[src/rtl/sct_pkg.sv]
// Shared types, codes and arithmetic helpers for the serial command thermostat.
`timescale 1ns / 1ps
package sct_pkg;

  // Frame header characters
  localparam logic [7:0] CH_C = 8'h43;
  localparam logic [7:0] CH_O = 8'h4F;
  localparam logic [7:0] CH_M = 8'h4D;

  // Command codes
  localparam logic [3:0] CMD_GROUP   = 4'hA;
  localparam logic [7:0] CMD_SET     = 8'hA0;
  localparam logic [7:0] CMD_UP      = 8'hA1;
  localparam logic [7:0] CMD_DOWN    = 8'hA2;
  localparam logic [7:0] CMD_MODE    = 8'hA3;
  localparam logic [7:0] CMD_DRIVE   = 8'hA6;
  localparam logic [7:0] CMD_RD_TEMP = 8'hA8;
  localparam logic [7:0] CMD_RD_MODE = 8'hAE;

  // Drive codes and reply data
  localparam logic [7:0] DRIVE_HEAT = 8'hC0;
  localparam logic [7:0] DRIVE_COOL = 8'h60;
  localparam logic [7:0] DRIVE_IDLE = 8'h7A;
  localparam logic [7:0] MODE_IDLE  = 8'h7F;
  localparam logic [7:0] MODE_AUTO  = 8'hFF;
  localparam logic [7:0] PAD_ZERO   = 8'h00;
  localparam logic [7:0] PAD_ONES   = 8'hFF;

  localparam logic [6:0] TEMP_MAX = 7'd99;
  localparam logic [2:0] REPLY_LAST = 3'd5;

  typedef enum logic [2:0] {
    POS_C   = 3'd0,
    POS_O   = 3'd1,
    POS_M   = 3'd2,
    POS_CMD = 3'd3,
    POS_D1  = 3'd4,
    POS_D2  = 3'd5
  } frame_pos_t;

  typedef struct packed {
    logic [7:0] rx_byte;
    logic [7:0] adc_sample;
  } in_word_t;

  typedef struct packed {
    logic       tx_valid;
    logic [7:0] tx_byte;
    logic       last;
    logic [7:0] drive_level;
    logic [3:0] temp_tens;
    logic [3:0] temp_ones;
  } out_word_t;

  typedef struct packed {
    frame_pos_t pos;
    logic [7:0] cmd;
    logic [7:0] d1;
    logic [7:0] target;
    logic       idle;
    logic       tvalid;
    logic [7:0] drive;
    logic [6:0] room;
  } thermo_state_t;

  typedef struct packed {
    logic       reply;
    logic [7:0] code;
    logic [7:0] d1;
    logic [7:0] d2;
  } reply_t;

  // min(x*100/255, 99); divide by 255 as (p + 1 + p/256) / 256, exact for p < 65535
  function automatic logic [6:0] scale_temp(input logic [7:0] x);
    logic [14:0] p;
    logic [15:0] s;
    logic [7:0]  q;
    p = {1'b0, x, 6'b0} + {2'b0, x, 5'b0} + {5'b0, x, 2'b0};
    s = {1'b0, p} + 16'd1 + {9'b0, p[14:8]};
    q = s[15:8];
    if (q > {1'b0, TEMP_MAX}) begin
      return TEMP_MAX;
    end
    return q[6:0];
  endfunction

  // t / 10 for t below 100, via t*205 >> 11
  function automatic logic [3:0] temp_tens(input logic [6:0] t);
    logic [14:0] m;
    m = {8'b0, t} * 15'd205;
    return m[14:11];
  endfunction

  function automatic logic [3:0] temp_ones(input logic [6:0] t);
    logic [3:0] tn;
    logic [6:0] r;
    tn = temp_tens(t);
    r  = t - 7'({tn, 3'b0} + {2'b0, tn, 1'b0});
    return r[3:0];
  endfunction

endpackage

[src/rtl/sct_exec.sv]
// Frame parser and command executor: next thermostat state and reply for one word.
`timescale 1ns / 1ps
module sct_exec (
  input  sct_pkg::thermo_state_t cur,
  input  sct_pkg::in_word_t      in_word,
  output sct_pkg::thermo_state_t nxt,
  output sct_pkg::reply_t        rep
);
  import sct_pkg::*;

  logic [7:0] b;
  logic [1:0] d2_hundreds;

  assign b = in_word.rx_byte;

  always_comb begin
    priority if (b >= 8'd200) begin
      d2_hundreds = 2'd2;
    end else if (b >= 8'd100) begin
      d2_hundreds = 2'd1;
    end else begin
      d2_hundreds = 2'd0;
    end
  end

  always_comb begin
    nxt = cur;
    rep = '0;
    unique case (cur.pos)
      POS_O: begin
        if (b == CH_O) nxt.pos = POS_M;
      end
      POS_M: begin
        if (b == CH_M) nxt.pos = POS_CMD;
      end
      POS_CMD: begin
        nxt.cmd = b;
        nxt.pos = POS_D1;
      end
      POS_D1: begin
        nxt.d1  = b;
        nxt.pos = POS_D2;
      end
      POS_D2: begin
        nxt.pos  = POS_C;
        nxt.room = scale_temp(in_word.adc_sample);
        if (cur.cmd[7:4] == CMD_GROUP) begin
          unique case (cur.cmd)
            CMD_SET: begin
              nxt.target = cur.d1 + {6'b0, d2_hundreds};
              nxt.tvalid = 1'b1;
            end
            CMD_UP: begin
              nxt.target = cur.target + 8'd1;
              nxt.tvalid = 1'b1;
            end
            CMD_DOWN: begin
              nxt.target = cur.target - 8'd1;
              nxt.tvalid = 1'b1;
            end
            CMD_MODE: begin
              nxt.idle = ~cur.idle;
            end
            CMD_DRIVE: begin
              nxt.drive  = cur.d1;
              nxt.tvalid = 1'b0;
            end
            CMD_RD_TEMP: begin
              rep.reply = 1'b1;
              rep.code  = CMD_RD_TEMP;
              rep.d1    = {1'b0, nxt.room};
              rep.d2    = PAD_ZERO;
            end
            CMD_RD_MODE: begin
              rep.reply = 1'b1;
              rep.code  = CMD_RD_MODE;
              rep.d1    = cur.idle ? MODE_IDLE : MODE_AUTO;
              rep.d2    = PAD_ONES;
            end
            default: begin
            end
          endcase
        end
        // drive update after every completed frame, when idle or a target is valid
        if (nxt.idle) begin
          nxt.drive = DRIVE_IDLE;
        end else if (nxt.tvalid) begin
          nxt.drive = (nxt.target > {1'b0, nxt.room}) ? DRIVE_HEAT : DRIVE_COOL;
        end
      end
      default: begin
        nxt.pos = (b == CH_C) ? POS_O : POS_C;
      end
    endcase
  end

endmodule

[src/rtl/serial_command_thermostat_top.sv]
// Serial command thermostat top level: state register, executor and reply sequencer.
// Latency: a word's first result is presented the cycle after it is accepted.
// Throughput: one word per cycle if no reply is due and out_ready is high; a reply
// frame blocks input until all six bytes leave, one per cycle with out_ready high.
// Reset (rst, synchronous): header hunt restarts, idle mode, drive 0x7A, no target.
`timescale 1ns / 1ps
module serial_command_thermostat_top (
  input  logic               clk,
  input  logic               rst,
  input  logic               in_valid,
  output logic               in_ready,
  input  sct_pkg::in_word_t  in_data,
  output logic               out_valid,
  input  logic               out_ready,
  output sct_pkg::out_word_t out_data
);
  import sct_pkg::*;

  // Thermostat state, updated at the edge where a word is accepted
  thermo_state_t st;
  thermo_state_t st_next;
  reply_t        rep;

  // Result register: one entry describes every result item of the last word
  logic       res_valid;
  logic       res_reply;
  logic [2:0] idx;
  logic [7:0] res_code;
  logic [7:0] res_d1;
  logic [7:0] res_d2;
  logic [7:0] res_drive;
  logic [3:0] res_tens;
  logic [3:0] res_ones;

  logic in_fire;
  logic out_fire;
  logic item_last;

  sct_exec u_exec (
    .cur     (st),
    .in_word (in_data),
    .nxt     (st_next),
    .rep     (rep)
  );

  assign item_last = ~res_reply | (idx == REPLY_LAST);
  assign out_fire  = out_valid & out_ready;
  // Take a new word when the result register is empty or its final item leaves now
  assign in_ready  = ~res_valid | (out_ready & item_last);
  assign in_fire   = in_valid & in_ready;

  always_ff @(posedge clk) begin
    if (rst) begin
      st.pos    <= POS_C;
      st.cmd    <= '0;
      st.d1     <= '0;
      st.target <= '0;
      st.idle   <= 1'b1;
      st.tvalid <= 1'b0;
      st.drive  <= DRIVE_IDLE;
      st.room   <= '0;
    end else if (in_fire) begin
      st <= st_next;
    end
  end

  // Hold the result until its last item is taken; advance one reply byte per take
  always_ff @(posedge clk) begin
    if (rst) begin
      res_valid <= 1'b0;
      res_reply <= 1'b0;
      idx       <= '0;
    end else if (in_fire) begin
      res_valid <= 1'b1;
      res_reply <= rep.reply;
      idx       <= '0;
    end else if (out_fire) begin
      if (item_last) begin
        res_valid <= 1'b0;
      end else begin
        idx <= idx + 3'd1;
      end
    end
  end

  // Payload of the result register: no reset needed
  always_ff @(posedge clk) begin
    if (in_fire) begin
      res_code  <= rep.code;
      res_d1    <= rep.d1;
      res_d2    <= rep.d2;
      res_drive <= st_next.drive;
      res_tens  <= temp_tens(st_next.room);
      res_ones  <= temp_ones(st_next.room);
    end
  end

  // Output word: reply bytes go out as C, O, M, code, data1, data2
  always_comb begin
    out_data             = '0;
    out_data.tx_valid    = res_reply;
    out_data.last        = item_last;
    out_data.drive_level = res_drive;
    out_data.temp_tens   = res_tens;
    out_data.temp_ones   = res_ones;
    if (res_reply) begin
      unique case (idx)
        3'd0:    out_data.tx_byte = CH_C;
        3'd1:    out_data.tx_byte = CH_O;
        3'd2:    out_data.tx_byte = CH_M;
        3'd3:    out_data.tx_byte = res_code;
        3'd4:    out_data.tx_byte = res_d1;
        3'd5:    out_data.tx_byte = res_d2;
        default: out_data.tx_byte = '0;
      endcase
    end
  end

  assign out_valid = res_valid;

  // Sequencer index stays within the six reply bytes
  a_idx_range: assert property (@(posedge clk) disable iff (rst)
    res_valid |-> (idx <= REPLY_LAST))
    else $error("reply index out of range");

  // A result without reply is a single item
  a_noreply_idx: assert property (@(posedge clk) disable iff (rst)
    (res_valid && !res_reply) |-> (idx == 3'd0))
    else $error("non-reply result advanced its index");

  // A taken reply byte that is not the last advances the sequencer by one
  a_idx_step: assert property (@(posedge clk) disable iff (rst)
    (out_fire && !item_last && !in_fire) |=> (res_valid && idx == $past(idx) + 3'd1))
    else $error("reply sequencer did not advance");

  // Idle mode always leaves the idle drive code
  a_idle_drive: assert property (@(posedge clk) disable iff (rst)
    st.idle |-> (st.drive == DRIVE_IDLE))
    else $error("idle mode with non-idle drive");

endmodule
[config.mk]
export PLATFORM = sky130hd
export DESIGN_NAME = serial_command_thermostat_top
export DESIGN_NICKNAME = d
export VERILOG_FILES = /design/src/rtl/sct_pkg.sv /design/src/rtl/sct_exec.sv /design/src/rtl/serial_command_thermostat_top.sv
export SDC_FILE = /design/constraint.sdc
export NUM_CORES = 1
export LEC_CHECK = 0
export ABC_AREA = 1
export BUFFER_PORTS_ARGS = -buffer_cell sky130_fd_sc_hd__buf_2
export CAP_MARGIN = 5
export CELL_PAD_IN_SITES_DETAIL_PLACEMENT = 1
export CELL_PAD_IN_SITES_GLOBAL_PLACEMENT = 2
export CORE_UTILIZATION = 38
export CTS_BUF_LIST = sky130_fd_sc_hd__clkbuf_16
export DETAILED_ROUTE_END_ITERATION = 12
export GPL_TIMING_DRIVEN = 0
export PLACE_DENSITY = 0.95
export REMOVE_ABC_BUFFERS = 1
export SETUP_SLACK_MARGIN = 0.5
export SLEW_MARGIN = 20
export SYNTH_ARGS = -nofsm -noshare
export SYNTH_HDL_FRONTEND = slang
export SYNTH_SLANG_ARGS = --single-unit
[constraint.sdc]
create_clock -name clk -period 11.9 [get_ports clk]
set_clock_uncertainty 0.2 [all_clocks]
set_input_delay 1.19 -clock clk [delete_from_list [all_inputs] [get_ports clk]]
set_output_delay 1.19 -clock clk [all_outputs]
set_load 0.03 [all_outputs]
Word level (Yosys, flattened, before mapping)
Cells that the tools add are included.

operators by class
  add/subtract/negate cells = 10
  bitwise gates (word level) = 9
  multiply operators = 1
  eq/ne operators = 23
  reduce and logical (&&, ||, !) cells = 12
  mux-type cells = 30
  $lt $le $gt $ge = 4

operators with widths
  operator                 number
  $eq A8 B8 Y1 const B     7
  $mux W25                 2
  $pmux W25 S2             1
  $mux W8                  6
  $pmux W8 S6              1
  $mux W18                 2
  $eq A8 B7 Y1 const B     3
  $pmux W8 S3              1
  $mux W7                  3
  $add A15 B1 Y16 const B  1
  $add A16 B7 Y16          1
  $add A14 B13 Y15         1
  $add A15 B10 Y15         1
  $mul A7 B8 Y15 const B   1
  $mux W15                 1
  $pmux W3 S5              1
  $eq A3 B2 Y1 const B     4
  $eq A3 B3 Y1 const B     4
  $reduce_and A2 Y1        6
  $add A8 B1 Y8 const B    1
  $add A8 B2 Y8            1
  $ge A8 B7 Y1 const B     1
  $ge A8 B8 Y1 const B     1
  $gt A8 B7 Y1             1
  20 further kinds         37

storage, ports and cells
  output and inout port bits = 28
  word-level logic and storage cells = 106
  input bits = 20
  register bits after elaboration = 89

Depth between registers and ports, before layout
  depth in word-level cells = 17
  mapped depth = 53
  mapped depth without buffers = 53

Modules after synthesis
Synthesis repeated with hierarchy kept, for this count alone.

second synthesis, totals
  cell total of the unflattened synthesis = 936
  area total of the unflattened synthesis = 6921.6 um^2

modules (own cells, without submodules)
  module                         area each (um^2)  sequential area each (um^2)  cells an instance  instances
  serial_command_thermostat_top  4281.6            2182.1                       453                1
  sct_exec                       2640.0            0.0                          483                1

Worst setup path before layout
No wires, ideal clock.

  path type = in2reg
  start = input port in_data[0] in the netlist's numbering
  end = register res_ones[3] (data pin)
  slack = 3.612 ns
  required time = 11.451 ns
  buffers on the path = 0
  setup time = 0.249 ns
  data arrival time = 7.839 ns
  cell stages on the path = 48
  path through = fa_1 -> ha_1 -> fa_1 -> nand3_1 -> nand3_1 -> nand2_1 -> nand2_1 -> a21o_2 -> ha_1 -> nand2_1 -> inv_1 -> nand2_1 -> nand2_1 -> inv_1 -> nand2_1 -> nand2_2 -> nor2_4 -> nand3_1 -> [... 12 more ...] -> inv_1 -> ha_1 -> nand2_1 -> nor2_1 -> nand2_1 -> nor2_1 -> nor3_1 -> o21ai_1 -> xnor2_1 -> inv_1 -> ha_1 -> xor2_1 -> nand3_1 -> nand2_1 -> inv_1 -> nand2_1 -> nand2_1 -> inv_1

RTL lines
  element                 line                                 RTL
  start: declaration      serial_command_thermostat_top.sv:12  input sct_pkg::in_word_t in_data,
  end signal: assignment  serial_command_thermostat_top.sv:94  res_ones <= temp_ones(st_next.room);
  end: declaration        serial_command_thermostat_top.sv:33  logic [3:0] res_ones;

==> results.sh <==
export IMPL_first_iter_violations=175
export IMPL_clock_latency_ns=0.34
export IMPL_cp_end_kind="register"
export IMPL_die_area_sq_um=16200
export IMPL_leakage_nw=3.43
export IMPL_synth_seq_area_share_pct=29.6
export IMPL_cap_violations=0
export IMPL_cp_required_ns=11.80
export IMPL_cts_path_max_buffers=2
export IMPL_powerDensity_nw_per_um2=107
export IMPL_ant_nets=0
export IMPL_crit_fanout=4
export IMPL_grt_max_degree=32
export IMPL_hold_path_class="reg -> reg"
export IMPL_slew_headroom_pct=29.8
export IMPL_outcome="finished clean"
export IMPL_cts_buffers=9
export IMPL_final_max_slew_viol_count=0
export IMPL_root_buffer="clkbuf_16"
export IMPL_cts_sinks=75
export IMPL_multi_input_area_sq_um=3570
export IMPL_async_reset_ff_share_pct=0
export IMPL_reg2reg_slack_ns=5.31
export IMPL_p_total_w=0.000715
export IMPL_vias_per_cell=4.95
export IMPL_worst_pin_slew_ns=1.05
export IMPL_area_growth_pct=12.4
export IMPL_placed_cells=1047
export IMPL_drt_wl_total_um=14900
export IMPL_fill_cells=1965
export IMPL_cts_tree="yes"
export IMPL_slowest_stage="o21ai_0"
export IMPL_syn_area_sq_um=5960
export IMPL_fp_dieW_um=127
export IMPL_reg2reg_depth=27
export IMPL_drt_pass1_iter_count=4
export IMPL_ys_types=49
export IMPL_finalHoldViolCount=0
export IMPL_grtUsageTotal_pct=20.0
export IMPL_timing_rr_end="res_ones[3]"
export IMPL_antenna_found_initial=0
export IMPL_core_area_sq_um=15300
export IMPL_synth_cells=802
export IMPL_wl_per_cell_um=14.0
export IMPL_r2r_start="st[42]"
export IMPL_gp_congestion=0.824
export IMPL_synth_seq_cells=75
export IMPL_grt_pass1_wl_um=26100
export IMPL_yosysWarnings=0
export IMPL_cts_resized=0
export IMPL_finalSetupViolCount=0
export IMPL_slowest_delay_ns=0.57
export IMPL_period_minus_slack_ns=9.09
export IMPL_htree_levels=3
export IMPL_worstSetupStartpointType="primary input"
export IMPL_hpwl_um=12000
export IMPL_layout_cells_non_filler=1063
export IMPL_n_antenna_cell=0
export IMPL_hold_path_end="st[38]"
export IMPL_whs_path_depth=2
export IMPL_final_cell_mix="inv_1 (148), nand2_1 (138), ha_1 (72)"
export IMPL_ios=48
export IMPL_vias=5264
export IMPL_clk_pin_slew_ns=0.06
export IMPL_synth_edf_count=26
export IMPL_hold_buffers=0
export IMPL_ys_flop_type="dfxtp_1"
export IMPL_crit_path_frequent_cell="nand2_1"
export IMPL_vdd_drop_max_mv=0.0663
export IMPL_place_port_buffers=47
export IMPL_grt_pass1_vias=5518
export IMPL_num_rows=45
export IMPL_rsz0062_at_grt="false"
export IMPL_post_cts_buffers=0
export IMPL_avgSynthCellArea_sq_um=7.43
export IMPL_die_h_um=127
export IMPL_drive_above_1_share_pct=11.3
export IMPL_fin_util_pct=43.9
export IMPL_drc_errors=0
export IMPL_final_nets=954
export IMPL_overflow=0
export IMPL_initial_core_util_pct=39.0
export IMPL_period_share_pct=76.4
export IMPL_regArea_sq_um=1760
export IMPL_holdCritStartpoint="st[38]"
export IMPL_layout_commonest_cell="inv_1"
export IMPL_setup_tns_final_ns=0
export IMPL_crit_type="in -> reg"
export IMPL_fmaxAchievable_ghz=0.110
export IMPL_cp_arrival_ns=8.99
[cells by family (layout without fill, tap and decap cells)]
kind of cell	count (synthesis)	after routing	share of synthesized area, %
simple gates	296	296	22.0
compound gates	168	168	15.9
buf+inv	165	215	10.6
fa+ha+maj	87	87	20.2
flops	75	75	29.6
xor+xnor	11	11	1.74
[report_power, final]
| group | internal [W] | leakage, nW | switching [W] | total [W] |
|---|---|---|---|---|
| Combinational | 0.0000558 | 2.64 | 0.000118 | 0.000174 |
| Sequential | 0.000273 | 0.642 | 0.00000468 | 0.000278 |
| Clock | 0.000154 | 0.146 | 0.000110 | 0.000263 |
[stage by stage]
stage / hold slack, ns / setup slack, ns / instance area (sq um)
CTS: 0.260 / 2.72 / 6690
floorplan: 0.230 / 3.61 / 5900
global placement: 0.243 / 2.46 / 6390
detailed placement: 0.250 / 2.38 / 6400
finish: 0.257 / 2.81 / 6690
global route: 0.278 / 2.04 / 6690
[sequential cells by signal, indices dropped and copies added, names as in the netlist]
| register | flops |
|---|---|
| st | 44 |
| res_d1 | 8 |
| res_drive | 8 |
| res_ones | 4 |
| res_tens | 4 |
| idx | 3 |
| out_valid | 1 |
| res_code | 1 |
| res_d2 | 1 |
| res_reply | 1 |
[synth_stat cells (3+ instances only)]
cell      count  area (sq um)
inv_1       147           552
nand2_1     138           518
ha_1         72           901
o21ai_0      71           355
nor2_1       70           263
a21oi_1      63           315
dfxtp_1      49           981
nand3_1      40           200
edfxtp_1     26           781
fa_1         15           300
nand2_2      12          75.1
clkbuf_1     10          37.5
nor3_1        9          45.0
nand4_1       7          43.8
xor2_1        7          61.3
nor4_1        6          37.5
a211oi_1      4          30.0
inv_2         4          15.0
nand2_4       4          45.0
a41oi_1       3          26.3
buf_4         3          22.5
o21a_1        3          22.5
o221ai_1      3          26.3
xnor2_1       3          26.3
[metal layers]
metal / up-vias / share of wire [%] / GRT usage (%)
met4: 0 / 1.3 / 4.90
met2: 61 / 47 / 34.6
met3: 14 / 2.7 / 3.02
met5: - / 0 / 0
met1: 2459 / 49 / 26.2
li1: 2730 / - / -
[how the worst max path moves through the flow]
stage / from / to / slack (ns) / depth (start not counted)
finish: in_data[0] / res_ones[3] / 2.81 / 48
floorplan: in_data[0] / res_ones[3] / 3.61 / 48
global route: in_data[0] / res_ones[3] / 2.04 / 49
CTS: in_data[0] / res_ones[3] / 2.72 / 48
detailed placement: in_data[0] / res_ones[3] / 2.38 / 48
global placement: in_data[0] / res_ones[3] / 2.46 / 48
[layout make-up]
cell class,instances,area share (%)
Clock buffer,10,3.74
Clock inverter,6,0.580
Inverter,152,8.52
Multi-Input combinational cell,562,53.4
Sequential cell,75,26.3
Tap cell,211,3.94
Timing Repair Buffer,47,3.51
[critical path, delay by kind of cell]
family | cells | cell delay [ns]
adder cells (fa/ha/maj) | 10 | 3.64
AND/OR/NAND/NOR | 24 | 2.30
AO/OA/AOI/OAI | 3 | 0.93
buffers and inverters | 9 | 0.60
XOR/XNOR | 2 | 0.34
(Power assumes the default switching activity.)
